--- src/sv/sle_pkg.sv ---
package sle_pkg;

  // Coordinate and derived widths
  localparam int CW   = 32;          // coordinate
  localparam int DW   = CW + 1;      // coordinate difference magnitude
  localparam int SW   = 2 * DW;      // sum of squares
  localparam int RW   = DW;          // square root result
  localparam int REMW = RW + 2;      // square root remainder
  localparam int LW   = 33;          // length
  localparam int PW   = DW + CW;     // offset times target length
  localparam int NW   = PW + 2;      // divider numerator
  localparam int QW   = DW;          // quotient bits
  localparam int DDW  = LW + 1;      // divisor
  localparam int DRW  = DDW + 1;     // divider remainder
  localparam int XW   = CW + 3;      // new end before saturation

  // Configuration register indexes
  localparam logic [1:0] CFG_TARGET = 2'd0;
  localparam logic [1:0] CFG_TOL    = 2'd1;

  typedef struct packed {
    logic signed [CW-1:0] start_x;
    logic signed [CW-1:0] start_y;
    logic signed [CW-1:0] end_x;
    logic signed [CW-1:0] end_y;
  } seg_t;

  typedef struct packed {
    logic signed [CW-1:0] new_end_x;
    logic signed [CW-1:0] new_end_y;
    logic [LW-1:0]        cur_len;
    logic [LW-1:0]        length_error;
    logic                 satisfied;
    logic                 degenerate;
    logic                 clipped;
  } res_t;

  typedef struct packed {
    logic signed [CW-1:0] sx;
    logic signed [CW-1:0] sy;
    logic                 neg_x;
    logic                 neg_y;
    logic                 degen;
    logic [PW-1:0]        px;
    logic [PW-1:0]        py;
  } sq_side_t;

  typedef struct packed {
    logic          valid;
    logic [SW-1:0] rad;
    logic [REMW-1:0] rem;
    logic [RW-1:0] root;
    sq_side_t      side;
  } sq_st_t;

  typedef struct packed {
    logic signed [CW-1:0] sx;
    logic signed [CW-1:0] sy;
    logic                 neg_x;
    logic                 neg_y;
    logic                 degen;
    logic [LW-1:0]        len;
  } dv_side_t;

  typedef struct packed {
    logic           valid;
    logic [DDW-1:0] d;
    logic [DRW-1:0] rem_x;
    logic [DRW-1:0] rem_y;
    logic [QW-1:0]  n_x;
    logic [QW-1:0]  n_y;
    logic [QW-1:0]  q_x;
    logic [QW-1:0]  q_y;
    dv_side_t       side;
  } dv_st_t;

endpackage

--- src/sv/sle_div_cell.sv ---
module sle_div_cell import sle_pkg::*; (
  input  logic   clk,
  input  logic   rst,
  input  logic   en,
  input  dv_st_t prev,
  output dv_st_t cur
);

  logic [DRW:0] rx;
  logic [DRW:0] ry;
  logic [DRW:0] dd;
  dv_st_t       cur_next;

  // One quotient bit per lane, shared divisor
  always_comb begin
    rx = {prev.rem_x, prev.n_x[QW-1]};
    ry = {prev.rem_y, prev.n_y[QW-1]};
    dd = (DRW+1)'(prev.d);
    cur_next     = prev;
    cur_next.n_x = {prev.n_x[QW-2:0], 1'b0};
    cur_next.n_y = {prev.n_y[QW-2:0], 1'b0};
    if (rx >= dd) begin
      cur_next.rem_x = DRW'(rx - dd);
      cur_next.q_x   = {prev.q_x[QW-2:0], 1'b1};
    end else begin
      cur_next.rem_x = DRW'(rx);
      cur_next.q_x   = {prev.q_x[QW-2:0], 1'b0};
    end
    if (ry >= dd) begin
      cur_next.rem_y = DRW'(ry - dd);
      cur_next.q_y   = {prev.q_y[QW-2:0], 1'b1};
    end else begin
      cur_next.rem_y = DRW'(ry);
      cur_next.q_y   = {prev.q_y[QW-2:0], 1'b0};
    end
  end

  always_ff @(posedge clk) begin
    if (rst) begin
      cur.valid <= 1'b0;
    end else if (en) begin
      cur <= cur_next;
    end
  end

endmodule

--- config.mk ---
export PLATFORM = sky130hd
export DESIGN_NAME = sle_div_cell
export DESIGN_NICKNAME = d
export VERILOG_FILES = /design/src/sv/sle_pkg.sv /design/src/sv/sle_div_cell.sv
export SDC_FILE = /design/constraint.sdc
export NUM_CORES = 1
export LEC_CHECK = 0
export BUFFER_PORTS_ARGS = -buffer_cell sky130_fd_sc_hd__buf_2
export CAP_MARGIN = 5
export CORE_AREA = 4 4 265 267
export DETAILED_ROUTE_END_ITERATION = 10
export DIE_AREA = 0 0 269 271
export MAX_ROUTING_LAYER = met4
export PLACE_DENSITY_LB_ADDON = 0.12
export SYNTH_ARGS = -nofsm -noshare
export SYNTH_HDL_FRONTEND = slang
export SYNTH_SLANG_ARGS = --single-unit
--- constraint.sdc ---
create_clock -name clk -period 36.2 [get_ports clk]
set_clock_uncertainty 0.05 [all_clocks]
set_input_delay 3.62 -clock clk [delete_from_list [all_inputs] [get_ports clk]]
set_output_delay 3.62 -clock clk [all_outputs]
set_load 0.1 [all_outputs]
# [Yosys cells after proc, flatten, opt, wreduce, memory -nomap -nowiden]
# Index checks and enable logic that the tools add are counted.
[op_classes] addsub=2 magnitude_cmp=2 muxes=4 n_bitwise=1 reduce_logical=1
[ops] op="36-bit by 34-bit >= comparator with 1-bit output" count=2
[ops] op="35-bit 2-to-1 mux" count=2
[ops] op="35-bit by 34-bit subtractor with 35-bit output" count=2
[ops] op="1-bit 2-to-1 mux" count=2
[ops] op="2-bit AND reduction" count=1
[ops] op="1-bit NOT" count=1
[totals] regBits=335 in_bits=340

# [Depth between registers and ports, before layout]
[logic_depth] depth_word=2 mapped_depth=14 depth_no_buf=12

# [Least setup slack after synthesis]
# OpenSTA, ideal clock, no wires.
[synth_path] kind="input port to flip-flop" startpoint="in rst" endpoint="reg cur[0] (netlist name), enable pin" setup_time_ns=1.082 arrival_time_ns=18.375 required_time_ns=35.068 path_slack_ns=16.693 stages=1 path_buffers=0 path_cell_list="nor2b_1"
[synth_via] elab_chain_len=2
[synth_lines] item="start, declared" line="sle_div_cell.sv:3" text="input logic rst,"
[synth_lines] item="1-bit NOT (no source line)"
[synth_lines] item="2-bit AND reduction (no source line)"
[synth_lines] item="end signal, assigned" line="sle_div_cell.sv:42" text="cur <= cur_next;"
[synth_lines] item="end, declared" line="sle_div_cell.sv:6" text="output dv_st_t cur"
# No other way between the ends.
# A chain may end at the register's enable or synchronous reset.

==> impl_results.md <==
* Outcome: finished, final reports clean
* Fin. max-slew vios at 0
* Hold Path Stages at 2
* Final critical-path share of the clock period at 0.196
* Yosys warns at 0
* CTS tree: built
* Mapped Area at 14700 um^2
* Final WL at 62.6 mm
* Num CTS Buffers at 44
* Hold Fails Final Rpt at 0
* Antenna-violating nets left at 0
* Reg with most FFs: cur
* Drt wl/cell at 23.3 um
* Port Buf Inserts at 672
* Async SR Flop Fraction at 0
* Initial antenna violation count at 54
* Area share of the largest cell type after synthesis at 0.683
* Regs by FF count: cur (335)
* Die Ht at 271 um
* Post-synthesis mux area share at 0.00981
* Synth Flop Type: edfxtp_1
* P&R area growth vs syn at 40.5%
* Nets@finish at 2164
* Number of synthesized flops with an enable pin at 334
* Core Region at 68100 um^2
* DR vias/cell at 4.24
* All-layer global routing usage at 0.168
* Largest net degree at the start of global routing at 82
* Most common cell after layout, fill and taps aside: buf_2
* Clock-pin slew on the worst setup and hold paths at 0.06 ns
* Min Tclk post-route at 7.10 ns
* RSZ-0062 raised after global routing: false
* Post-CTS Setup Inserts at 0
* Worst vdd ir at 0.0363 mV
* Non-Filler Instances at 2692
* Yosys cell types at 57
* Worst setup EP type: flip-flop
* Hold buffer count at cts at 0
* Setup TNS at 0 ns
* Post-Synth Simple-Gate Area at 0.0710
* Worst-case reg-to-reg path depth at 2
* Leakage Power at 8.73 nW
* Commonest cells after routing, fill and taps aside: 672 x buf_2, 334 x edfxtp_1, 84 x a21oi_1
* WP data required at 36.44 ns
* First-pass DRT Iterations at 5
* Largest register FFs at 335
* Slew HR at 0.269
* Placed cells at 2590
* Sw Share at 0.373
* Yosys reg bits at 335
* CP max FO at 41
* XOR/XNOR Fraction of Synth Area at 0.0364
* Placer Congestion at 0.809
* Synthesized-area fraction occupied by adder cells at 0.0607
* Residual DRC at 0
* Post-CTS sizing at 0
* Largest area contributor in the netlist: edfxtp_1
* Ranking of synthesized cells by area: edfxtp_1 68%, ha_1 5.8%, a21oi_1 2.9%
* Detailed router's first-iteration violation count at 619
* Initial Util at 0.215
* Die area at 72900 um^2
* Clock Power Share at 0.350
* Max Cap Violations at 0
* FMAX at 141 MHz
* Vias post-DR at 11400
* Cell Rows at 96
* Mean Syn Cell Area at 13.9 um^2
* Slew @ Worst Pin at 1.10 ns
* Sequential Power Share at 0.367
* CTS Sinks at 335
* PwrDens at 62.3 nW/um^2
* CP arrival at 7.34 ns
* Htree depth at 2
* CTS Root Cell: clkbuf_16
* GRT Residual Overflow at 0
* Vias in the first global route at 11700
* CP Launch Type: input pin
* Crit path kind: input pin to flip-flop
* # setup viols final at 0
* Compound-cell area share of the yosys netlist at 0.114
* Die W at 269 um
* Share of cells above drive strength 1 at 0.430
* Power, Total at 1.28 mW
* Worst-skew pair later-pin latency at 0.56 ns
* HPWL Detailed at 51.6 mm
* Combinational share of power at 0.283
* Sequential fraction of the synthesis area at 0.685
* Net Sw Power at 479 uW
* Mapped Cells at 1053
* Ports at 677
* Hold/Removal Path Class: flip-flop to flip-flop
* Largest family of logic cells by synthesized area: compound AO/OA/AOI/OAI gates
* Clock tree buffer depth at 3
* Pint at 806 uW
* First-pass GRT wire length at 85.2 mm
## layout make-up
type	instances	area (um^2)
multi-input combinational	637	4310
clock buffer	50	1120
antenna	22	55.1
tap	882	1100
clock inverter	30	350
sequential	335	10000
timing repair buffer	680	3420
inverter	56	210
fill	7136	47500
## cell usage after synthesis (6+ instances only)
library cell,instances
a211oi_1,12
a21o_1,38
a21oi_1,84
a31o_2,6
and3_1,8
clkbuf_1,14
edfxtp_1,334
ha_1,68
inv_1,56
mux2_2,11
nand2_1,76
nand3_1,13
nand4_1,17
nor2_1,61
nor2b_1,8
nor3_1,10
o21a_1,9
o21ai_0,66
o21bai_1,8
o31ai_1,7
or3_1,6
xnor2_1,33
xor2_1,28
## final timing paths
| kind | startpoint | endpoint | slack, ns |
|---|---|---|---|
| worst max-delay path | prev[302] | cur[251] | 29.10 |
| worst min-delay path | cur[336] | cur[336] | 0.45 |
| worst max register to register | cur[336] | cur[336] | 35.57 |
| worst min register to register | cur[336] | cur[336] | 0.45 |
## power groups by stage
stage,Sequential (mW),Clock [mW],Combinational (mW)
4_1_cts,0.472,0.470,0.367
6_report,0.471,0.450,0.363
2_1_floorplan,0.697,0,0.0754
3_5_place_dp,0.479,0,0.366
5_1_grt,0.474,0.485,0.382
3_3_place_gp,0.479,0,0.366
## logic make-up (layout without fill, tap and decap cells)
family                     count (synthesis)  after routing
other                                      1             24
AOI/OAI and AO/OA                        269            269
muxes                                     13             13
buffers and inverters                     82            816
adders and majority gates                 70             70
xor gates and xnor gates                  61             61
DFF                                      335            335
and+or+nand+nor                          222            222
## critical path, cell delays in order
cell and delay, ns:
buf_2 0.15, ha_1 0.22, fa_1 0.43, nand2b_1 0.18, a211oi_1 0.41, o221ai_1 0.26, nand4bb_1 0.34, a31oi_1 0.31
o21bai_4 0.47, buf_4 0.50, mux2_2 0.41
## layer usage
metal | GRT usage | part of all wire | vias to the layer above
met5 | - | 0 | -
met2 | 0.303 | 0.52 | 475
met4 | 0.0466 | 0.033 | 0
met3 | 0.0735 | 0.11 | 136
met1 | 0.162 | 0.34 | 5364
li1 | - | - | 5442
## metrics by stage
| stage | cell area, um^2 | util | hold WS, ns | setup slack [ns] |
|---|---|---|---|---|
| after detailed placement | 19100 | 0.280 | 0.436 | 28.50 |
| after global placement | 19100 | 0.280 | 0.427 | 28.52 |
| final | 20600 | 0.303 | 0.450 | 29.10 |
| after floorplan | 14700 | - | 0.921 | 16.69 |
| after CTS | 20600 | 0.302 | 0.451 | 29.11 |
| after global routing | 20600 | 0.303 | 0.538 | 28.90 |
Power figures use the tool's default switching activity.
