File: src/sv/sle_pkg.sv
package sle_pkg;

  // Coordinate and derived widths
  localparam int CW   = 32;          // coordinate
  localparam int DW   = CW + 1;      // coordinate difference magnitude
  localparam int SW   = 2 * DW;      // sum of squares
  localparam int RW   = DW;          // square root result
  localparam int REMW = RW + 2;      // square root remainder
  localparam int LW   = 33;          // length
  localparam int PW   = DW + CW;     // offset times target length
  localparam int NW   = PW + 2;      // divider numerator
  localparam int QW   = DW;          // quotient bits
  localparam int DDW  = LW + 1;      // divisor
  localparam int DRW  = DDW + 1;     // divider remainder
  localparam int XW   = CW + 3;      // new end before saturation

  // Configuration register indexes
  localparam logic [1:0] CFG_TARGET = 2'd0;
  localparam logic [1:0] CFG_TOL    = 2'd1;

  typedef struct packed {
    logic signed [CW-1:0] start_x;
    logic signed [CW-1:0] start_y;
    logic signed [CW-1:0] end_x;
    logic signed [CW-1:0] end_y;
  } seg_t;

  typedef struct packed {
    logic signed [CW-1:0] new_end_x;
    logic signed [CW-1:0] new_end_y;
    logic [LW-1:0]        cur_len;
    logic [LW-1:0]        length_error;
    logic                 satisfied;
    logic                 degenerate;
    logic                 clipped;
  } res_t;

  typedef struct packed {
    logic signed [CW-1:0] sx;
    logic signed [CW-1:0] sy;
    logic                 neg_x;
    logic                 neg_y;
    logic                 degen;
    logic [PW-1:0]        px;
    logic [PW-1:0]        py;
  } sq_side_t;

  typedef struct packed {
    logic          valid;
    logic [SW-1:0] rad;
    logic [REMW-1:0] rem;
    logic [RW-1:0] root;
    sq_side_t      side;
  } sq_st_t;

  typedef struct packed {
    logic signed [CW-1:0] sx;
    logic signed [CW-1:0] sy;
    logic                 neg_x;
    logic                 neg_y;
    logic                 degen;
    logic [LW-1:0]        len;
  } dv_side_t;

  typedef struct packed {
    logic           valid;
    logic [DDW-1:0] d;
    logic [DRW-1:0] rem_x;
    logic [DRW-1:0] rem_y;
    logic [QW-1:0]  n_x;
    logic [QW-1:0]  n_y;
    logic [QW-1:0]  q_x;
    logic [QW-1:0]  q_y;
    dv_side_t       side;
  } dv_st_t;

endpackage

File: src/sv/sle_sqrt_cell.sv
module sle_sqrt_cell import sle_pkg::*; (
  input  logic   clk,
  input  logic   rst,
  input  logic   en,
  input  sq_st_t prev,
  output sq_st_t cur
);

  logic [REMW+1:0] rem2;
  logic [REMW+1:0] trial;
  sq_st_t          cur_next;

  // Bring down two radicand bits and try the next root bit
  always_comb begin
    rem2  = {prev.rem, prev.rad[SW-1 -: 2]};
    trial = (REMW+2)'({prev.root, 2'b01});
    cur_next       = prev;
    cur_next.rad   = {prev.rad[SW-3:0], 2'b00};
    if (rem2 >= trial) begin
      cur_next.rem  = REMW'(rem2 - trial);
      cur_next.root = {prev.root[RW-2:0], 1'b1};
    end else begin
      cur_next.rem  = REMW'(rem2);
      cur_next.root = {prev.root[RW-2:0], 1'b0};
    end
  end

  always_ff @(posedge clk) begin
    if (rst) begin
      cur.valid <= 1'b0;
    end else if (en) begin
      cur <= cur_next;
    end
  end

endmodule

File: config.mk
export PLATFORM = sky130hd
export DESIGN_NAME = sle_sqrt_cell
export DESIGN_NICKNAME = d
export VERILOG_FILES = /design/src/sv/sle_pkg.sv /design/src/sv/sle_sqrt_cell.sv
export SDC_FILE = /design/constraint.sdc
export NUM_CORES = 1
export LEC_CHECK = 0
export BUFFER_PORTS_ARGS = -buffer_cell sky130_fd_sc_hd__buf_2
export CORE_AREA = 2 2 260 262
export DETAILED_ROUTE_END_ITERATION = 7
export DIE_AREA = 0 0 262 264
export SLEW_MARGIN = 15
export SYNTH_ARGS = -nofsm -noshare
export SYNTH_HDL_FRONTEND = slang
export SYNTH_SLANG_ARGS = --single-unit
File: constraint.sdc
create_clock -name clk -period 53 [get_ports clk]
set_input_delay 7.95 -clock clk [delete_from_list [all_inputs] [get_ports clk]]
set_output_delay 7.95 -clock clk [all_outputs]
set_load 0.01 [all_outputs]
; ---- Word level (Yosys, flattened, before mapping)
; Cells that the tools add are included.
[word_totals]
regBits = 330
latch_bits = 0
mem_bits_rw = 0
romBits = 0
output_inout_bits = 332
wordCells = 16
mem_count = 0
[classes]
addsub = 1
mul = 0
div = 0
order_cmp = 1
eq_ne = 0
shifts = 0
mux = 1
bitwise = 1
reduce_logical = 1
[ops]
columns = op, n
row1 = 68-bit 2-to-1 mux, 1
row2 = 37-bit by 35-bit greater-or-equal comparator with 1-bit output, 1
row3 = 35-bit subtractor, 1
row4 = 2-bit AND reduction, 1
row5 = 1-bit inverter, 1

; ---- Longest topological paths before layout
; Gate-level depths: netlist of run 1.
[depth]
ltp_word = 2
mapped_depth = 14
ltp_nobuf = 11

; ---- Worst setup path before layout of run 1
; No wires, ideal clock.
[synth_timing]
path_type = input to register
startpoint = input rst
endpoint = register cur[0] (netlist name), enable pin
setup_time_ns = 1.071
arrival_time_ns = 22.484
required_ns = 51.929
setup_slack_ns = 29.444
path_stages = 1
path_buffers = 0
path_cell_list = nor2b_1
[synth_via]
elab_chain_cells = 2
[synth_rtl]
columns = element, line_no
row1 = from (decl), sle_sqrt_cell.sv:3  ; input logic rst,
row2 = 1-bit inverter (no line), -
row3 = 2-bit AND reduction (no line), -
row4 = to (signal assigned), sle_sqrt_cell.sv:32  ; cur <= cur_next;
row5 = to (decl), sle_sqrt_cell.sv:6  ; output sq_st_t cur
; No other way between the ends.
; A chain may end at the register's enable or synchronous reset.

==> flow_summary_export.csv, run 1 <==
group,metric,value,unit
global_route,grt_max_degree,135,
worst_setup_path,arrival,11.37,ns
worst_setup_path,worst-path-buf-inv,3,
route,detail_route.wirelength,50300,um
pwr,worst_ir_drop_vdd,22.5,uV
timing,max-slew-margin-rel,0.413,
route,first_iter_violations,544,
die,io_pins,667,
place,dp_hpwl,41200,um
finish,top_register,"cur",
die,start_util,0.184,
worst_setup_path,cp_slowest_cell,"o211ai_4",
finish,nets,1779,
timing,clock_skew,0,ns
route,antenna_left,0,
route,dr.pass1.iters,5,
route,dr_total_vias,9125,
finish,largest_reg_flops,330,
clocking,clk_pin_slew,0.06,ns
worst_setup_path,worstSetupPathType,"input pin to flip-flop",
clocking,clock_path_buffers,3,
worst_setup_path,crit_top_cell,"o211ai_1",
timing,tightest_slew,0.880,ns
pwr,p_int,512,uW
worst_setup_path,crit_path_max_incr_delay,0.72,ns
finish,top_regs,"cur (330)",
timing,layout_setup_ws,41.93,ns
timing,final_hold_viol_count,0,
timing,rsz0062_at_grt,"false",
worst_setup_path,cp_max_fo,39,
pwr,combPwrFrac,0.123,
clocking,cts_setup_buffers,0,
pwr,p_leak,0.00755,uW
global_route,grt_antenna_before_repair,55,
route,viasPerCell,3.92,
worst_setup_path,crit_chain,"buf_2 > inv_1 > ha_1 > o21a_1 > o211ai_1 > a311o_1 > o211ai_1 > o211ai_1 > a211oi_1 > o211ai_4 > buf_4 > mux2_4",
pwr,power.density,37.8,mW/mm^2
worst_setup_path,crit_path_end_kind,"flip-flop",
global_route,grt_pass1_vias,9239,
route,wire_per_inst,21.6,um
die,die_w,262,um
die,rows,95,
pwr,pwr-share-clk,0.415,
finish,final_core_util,0.271,
clocking,clock_latency,0.55,ns
finish,seqCellArea,0.00990,mm^2
die,die_y,264,um
timing,period_minus_slack,11.07,ns
logic_synthesis,synth_seq_cells,330,
logic_synthesis,async_flop_share,0,
clocking,cts_tree,"built",
worst_hold_path,hp-class,"flip-flop to flip-flop",
logic_synthesis,ys_seq_area_frac,0.807,
place,place.gp.congestion,0.813,
timing,fmax,90.3,MHz
run_status,outcome,"completed",
timing,setup_viol,0,
worst_setup_path,crit_family,"compound AO/OA/AOI/OAI gates",
logic_synthesis,syn-instance-count,710,
timing,fin_setup_tns,0,ns
logic_synthesis,syn_avg_cell_area,17.3,um^2
finish,syn_to_final_growth,47.1,%
die,dieArea,0.0692,mm^2
timing,period_share,0.209,
timing,slew_violations,0,
flow_run,max-cap-violations,0,
logic_synthesis,yosys_warnings,0,
place,numPortBuffers,664,
finish,fillers,6957,
place,place_ws,41.32,ns
logic_synthesis,synth_flop_cell,"edfxtp_1",
route,drc,0,
worst_setup_path,required,53.30,ns
clocking,htree_levels,2,
pwr,p_sw_frac,0.250,
finish,multi_input_area,0.00214,mm^2
finish,drive_gt1_frac,0.514,
worst_setup_path,cp-start-kind,"input pin",
clocking,cts_resized,0,
clocking,cts.sinks,330,
clocking,cts_buffers,41,
pwr,seq_power_share,0.462,
clocking,cts-root-buf,"clkbuf_16",
die,core-area,0.0666,mm^2
global_route,grt_overflow,0,
pwr,power.net_switching,170,uW
logic_synthesis,synth_area,0.0123,mm^2
global_route,grt_pass1_wl,67600,um
logic_synthesis,synth_edf_count,329,
logic_synthesis,yosysUniqueCellTypes,48,
global_route,grt_use_total,0.138,
clocking,holdBufCountCts,0,
-- final cells by class --
type | count | area share
antenna | 14 | 0.00194
multi-input combinational | 324 | 0.119
tap | 873 | 0.0605
inverter | 43 | 0.00894
clock buffer | 49 | 0.0608
sequential | 330 | 0.548
clock inverter | 25 | 0.0144
timing repair buffer | 669 | 0.187
-- placed cells by master (no fill, tap or decap), drive strengths merged, types with 17 or more instances in the layout --
cell type	synthesis	final
a21o	19	19
a21oi	37	37
buf	8	669
clkbuf	6	49
edfxtp	329	329
ha	35	35
inv	43	48
nand2	59	59
nor2	22	22
o21ai	43	43
xor2	17	17
-- routing by layer --
metal  part of all wire  track usage  vias to the layer above
met2               0.51        0.248                      504
met5             0.0021            0                        -
met1               0.34        0.141                     4345
li1                   -            -                     4115
met4              0.034       0.0481                       16
met3               0.11       0.0594                      145
-- cell families after synthesis --
family	after synthesis	synth area share
compound gates	136	0.0693
xor+xnor	33	0.0235
fa+ha+maj	35	0.0357
buf+inv	57	0.0207
flops	330	0.807
mux	3	0.00285
other cells	1	0.000306
simple gates	115	0.0411
-- through the flow --
| stage | cell area (um^2) | std cells | hold WS [ns] | power, uW |
|---|---|---|---|---|
| finish | 18100 | 2327 | 0.552 | 683 |
| global route | 18000 | 2322 | 0.593 | 713 |
| CTS | 18000 | 2313 | 0.539 | 695 |
| detailed placement | 16700 | 2239 | 0.523 | 406 |
| global placement | 16700 | 2239 | 0.487 | 405 |
| floorplan | 12300 | 711 | 0.528 | 366 |
-- worst min-delay path, stage by stage (launching register included) --
cell	delay [ns]
dfxtp_1	0.35
mux2i_1	0.09
nor2_1	0.08
-- final timing paths --
check | from | to | slack, ns | depth (start not counted)
worst max-delay path | prev[197] | cur[247]$_DFFE_PP_ | 41.93 | 12
worst min-delay path | cur[331]$_SDFFE_PP0P_ | cur[331]$_SDFFE_PP0P_ | 0.55 | 2
worst max register to register | cur[331]$_SDFFE_PP0P_ | cur[331]$_SDFFE_PP0P_ | 52.37 | 2
worst min register to register | cur[331]$_SDFFE_PP0P_ | cur[331]$_SDFFE_PP0P_ | 0.55 | 2
-- synth_stat cells (8+ instances only) --
master / number / share of area
a21o_1: 19 / 0.012
a21oi_1: 37 / 0.015
edfxtp_1: 329 / 0.80
ha_1: 35 / 0.036
inv_1: 43 / 0.013
nand2_1: 59 / 0.018
nand3_1: 8 / 0.0033
nor2_1: 22 / 0.0067
o21ai_0: 13 / 0.0053
o21ai_1: 29 / 0.012
xnor2_1: 16 / 0.011
xor2_1: 17 / 0.012
-- power by group through the flow --
stage	Clock, uW	Sequential, uW	Combinational, uW
global route	303	317	92.8
CTS	293	315	85.8
finish	283	315	84.1
floorplan	0	336	29.3
detailed placement	0	321	85.4
global placement	0	320	84.6
Power figures use the tool's default switching activity.
==> run 2, diff against run 1 <==
--- a/config.mk
+++ b/config.mk
@@ -5,10 +5,11 @@
 export SDC_FILE = /design/constraint.sdc
 export NUM_CORES = 1
 export LEC_CHECK = 0
+export ABC_AREA = 1
 export BUFFER_PORTS_ARGS = -buffer_cell sky130_fd_sc_hd__buf_2
-export CORE_AREA = 2 2 260 262
+export CORE_AREA = 2 2 263 265
 export DETAILED_ROUTE_END_ITERATION = 7
-export DIE_AREA = 0 0 262 264
+export DIE_AREA = 0 0 265 267
 export SLEW_MARGIN = 15
 export SYNTH_ARGS = -nofsm -noshare
 export SYNTH_HDL_FRONTEND = slang
==> constraint.sdc (replaced) <==
create_clock -name clk -period 10.4 [get_ports clk]
set_input_delay 1.56 -clock clk [delete_from_list [all_inputs] [get_ports clk]]
set_output_delay 1.56 -clock clk [all_outputs]
set_load 0.01 [all_outputs]
==> flow_summary_export.csv, run 2 <==
group,metric,value,unit
timing,rsz0062_at_grt,"false",
worst_setup_path,required,10.81,ns
finish,final_cell_mix,"buf_2, edfxtp_1, nand2_1",
timing,period_share,0.360,
route,dr_total_vias,10800,
timing,period_minus_slack,3.74,ns
logic_synthesis,async_flop_share,0,
logic_synthesis,yosys-top-cells-count,"edfxtp_1, nand2_1, inv_1",
route,first_iter_violations,770,
clocking,cts_buffers,40,
worst_setup_path,cp_slowest_cell,"and3_2",
global_route,grt_pass1_wl,89500,um
finish,nets,2079,
clocking,cts_tree,"built",
logic_synthesis,syn_avg_cell_area,13.4,um^2
finish,drive_gt1_frac,0.460,
route,drc,0,
logic_synthesis,ys_seq_area_frac,0.734,
route,dr.pass1.iters,5,
clocking,cts-root-buf,"clkbuf_16",
worst_setup_path,crit_top_cell,"nand2_1",
worst_hold_path,hp-class,"flip-flop to flip-flop",
clocking,cts_resized,0,
logic_synthesis,synth_area,0.0135,mm^2
worst_setup_path,ff2ff_path_depth,2,
logic_synthesis,synth_area_leader_cell,"edfxtp_1",
route,wire_per_inst,26.0,um
pwr,power.density,183,mW/mm^2
timing,setup_viol,0,
worst_setup_path,crit_path_end_kind,"flip-flop",
finish,top_regs,"cur (330)",
logic_synthesis,synth.most_common_cell,"edfxtp_1",
finish,final_core_util,0.282,
logic_synthesis,synth_edf_count,329,
worst_setup_path,crit_chain,"buf_2 > inv_1 > ha_1 > nand2_1 > nor2_2 > nand2_1 > nor2_4 > nand3_1 > and3_2 > nand3_1 > nand2_1",
clocking,holdBufCountCts,0,
global_route,grt_use_total,0.187,
global_route,grt_overflow,0,
timing,whs,0.463,ns
worst_hold_path,holdPathStages,2,
logic_synthesis,synth_seq_cells,330,
timing,max-slew-margin-rel,0.211,
route,detail_route.wirelength,68700,um
logic_synthesis,ys_top_cells_by_area,"edfxtp_1, nand2_1, inv_1, ha_1, nand3_2",
timing,fmax,267,MHz
place,place.gp.congestion,0.933,
worst_setup_path,arrival,4.15,ns
worst_setup_path,worst-path-buf-inv,2,
logic_synthesis,syn-instance-count,1010,
finish,top_register,"cur",
worst_setup_path,crit_path_max_incr_delay,0.97,ns
die,io_pins,667,
worst_setup_path,crit_family,"simple AND/OR/NAND/NOR gates",
route,antenna_left,0,
timing,fin_setup_tns,0,ns
worst_setup_path,r2r_setup_slack,9.84,ns
die,dieArea,0.0708,mm^2
timing,tightest_slew,1.18,ns
timing,final_hold_viol_count,0,
die,start_util,0.199,
clocking,clk_pin_slew,0.06,ns
place,dp_hpwl,58600,um
clocking,cts_setup_buffers,0,
finish,final_common_cell,"buf_2",
logic_synthesis,yosys_warnings,0,
finish,fillers,7175,
pwr,worst_ir_drop_vdd,103,uV
finish,final_cells,2638,
worst_setup_path,worstSetupPathType,"input pin to flip-flop",
place,numPortBuffers,664,
pwr,p_leak,0.00850,uW
logic_synthesis,yosysUniqueCellTypes,35,
die,core-area,0.0680,mm^2
place,dp.cells,2549,
logic_synthesis,yosysTopAreaCellShare,0.732,
run_status,outcome,"completed",
worst_setup_path,r2r_end,"cur[331]$_SDFFE_PP0P_",
worst_setup_path,worstReg2RegStart,"cur[331]$_SDFFE_PP0P_",
clocking,clock_path_buffers,3,
die,rows,96,
global_route,grt_antenna_before_repair,65,
worst_hold_path,min_from,"cur[331]$_SDFFE_PP0P_",
die,die_y,267,um
global_route,grt_pass1_vias,10900,
worst_setup_path,cp-start-kind,"input pin",
clocking,cts.sinks,330,
timing,clock_skew,0,ns
worst_setup_path,cp_max_fo,34,
finish,largest_reg_flops,330,
route,viasPerCell,4.09,
worst_hold_path,holdPathEnd,"cur[331]$_SDFFE_PP0P_",
timing,slew_violations,0,
clocking,htree_levels,2,
global_route,grt_max_degree,86,
logic_synthesis,synth_flop_cell,"edfxtp_1",
flow_run,max-cap-violations,0,
die,die_w,265,um
clocking,clock_latency,0.54,ns
finish,syn_to_final_growth,42.0,%
run 2: metal layers:
metal | vias to the layer above | track usage | part of all wire
met3 | 151 | 0.0835 | 0.11
met4 | 12 | 0.0579 | 0.030
met1 | 5190 | 0.221 | 0.39
met2 | 555 | 0.304 | 0.47
met5 | - | 0 | 0.0012
li1 | 4880 | - | -
run 2: report_power, final:
| group | internal, uW | leakage, uW | switching, uW |
|---|---|---|---|
| Sequential | 1580 | 0.00310 | 35.2 |
| Combinational | 171 | 0.00478 | 315 |
| Clock | 829 | 0.000629 | 577 |
run 2: final cells by class:
type,count,area (um^2),share of cell area
diodes,18,45.0,0.00235
clock buffers,45,1020,0.0532
clock inverters,26,264,0.0138
inverters,130,488,0.0255
multi-input cells,538,2980,0.156
flip-flops and latches,330,9900,0.517
well taps,882,1100,0.0576
repair buffers,669,3360,0.175
run 2: worst max path at each step:
stage	from	endpoint	cells after the start
floorplan	en	cur[0]$_DFFE_PP_	2
global placement	prev[216]	cur[249]$_DFFE_PP_	11
detailed placement	prev[216]	cur[249]$_DFFE_PP_	11
CTS	prev[216]	cur[249]$_DFFE_PP_	11
global route	prev[216]	cur[249]$_DFFE_PP_	11
finish	prev[216]	cur[249]$_DFFE_PP_	11
run 2: cell families (layout without fill, tap and decap cells):
logic type	Yosys count	count (layout)	synth area share
buf+inv	143	870	0.0463
xor+xnor	17	17	0.0110
simple gates	443	443	0.159
other cells	1	20	0.000278
compound gates	41	41	0.0177
fa+ha+maj	35	35	0.0324
flops	330	330	0.734
run 2: worst min-delay path, stage by stage (launching register included):
cell,delay (ns)
dfxtp_1,0.31
nand2_1,0.06
a21oi_1,0.05
run 2: metrics by stage:
step	total power, uW	instance area (um^2)	setup WS (ns)
floorplan	1860	13500	3.52
global placement	2130	17800	6.07
detailed placement	2130	17800	6.12
CTS	3560	19100	6.67
global route	3650	19100	6.60
finish	3500	19200	6.66
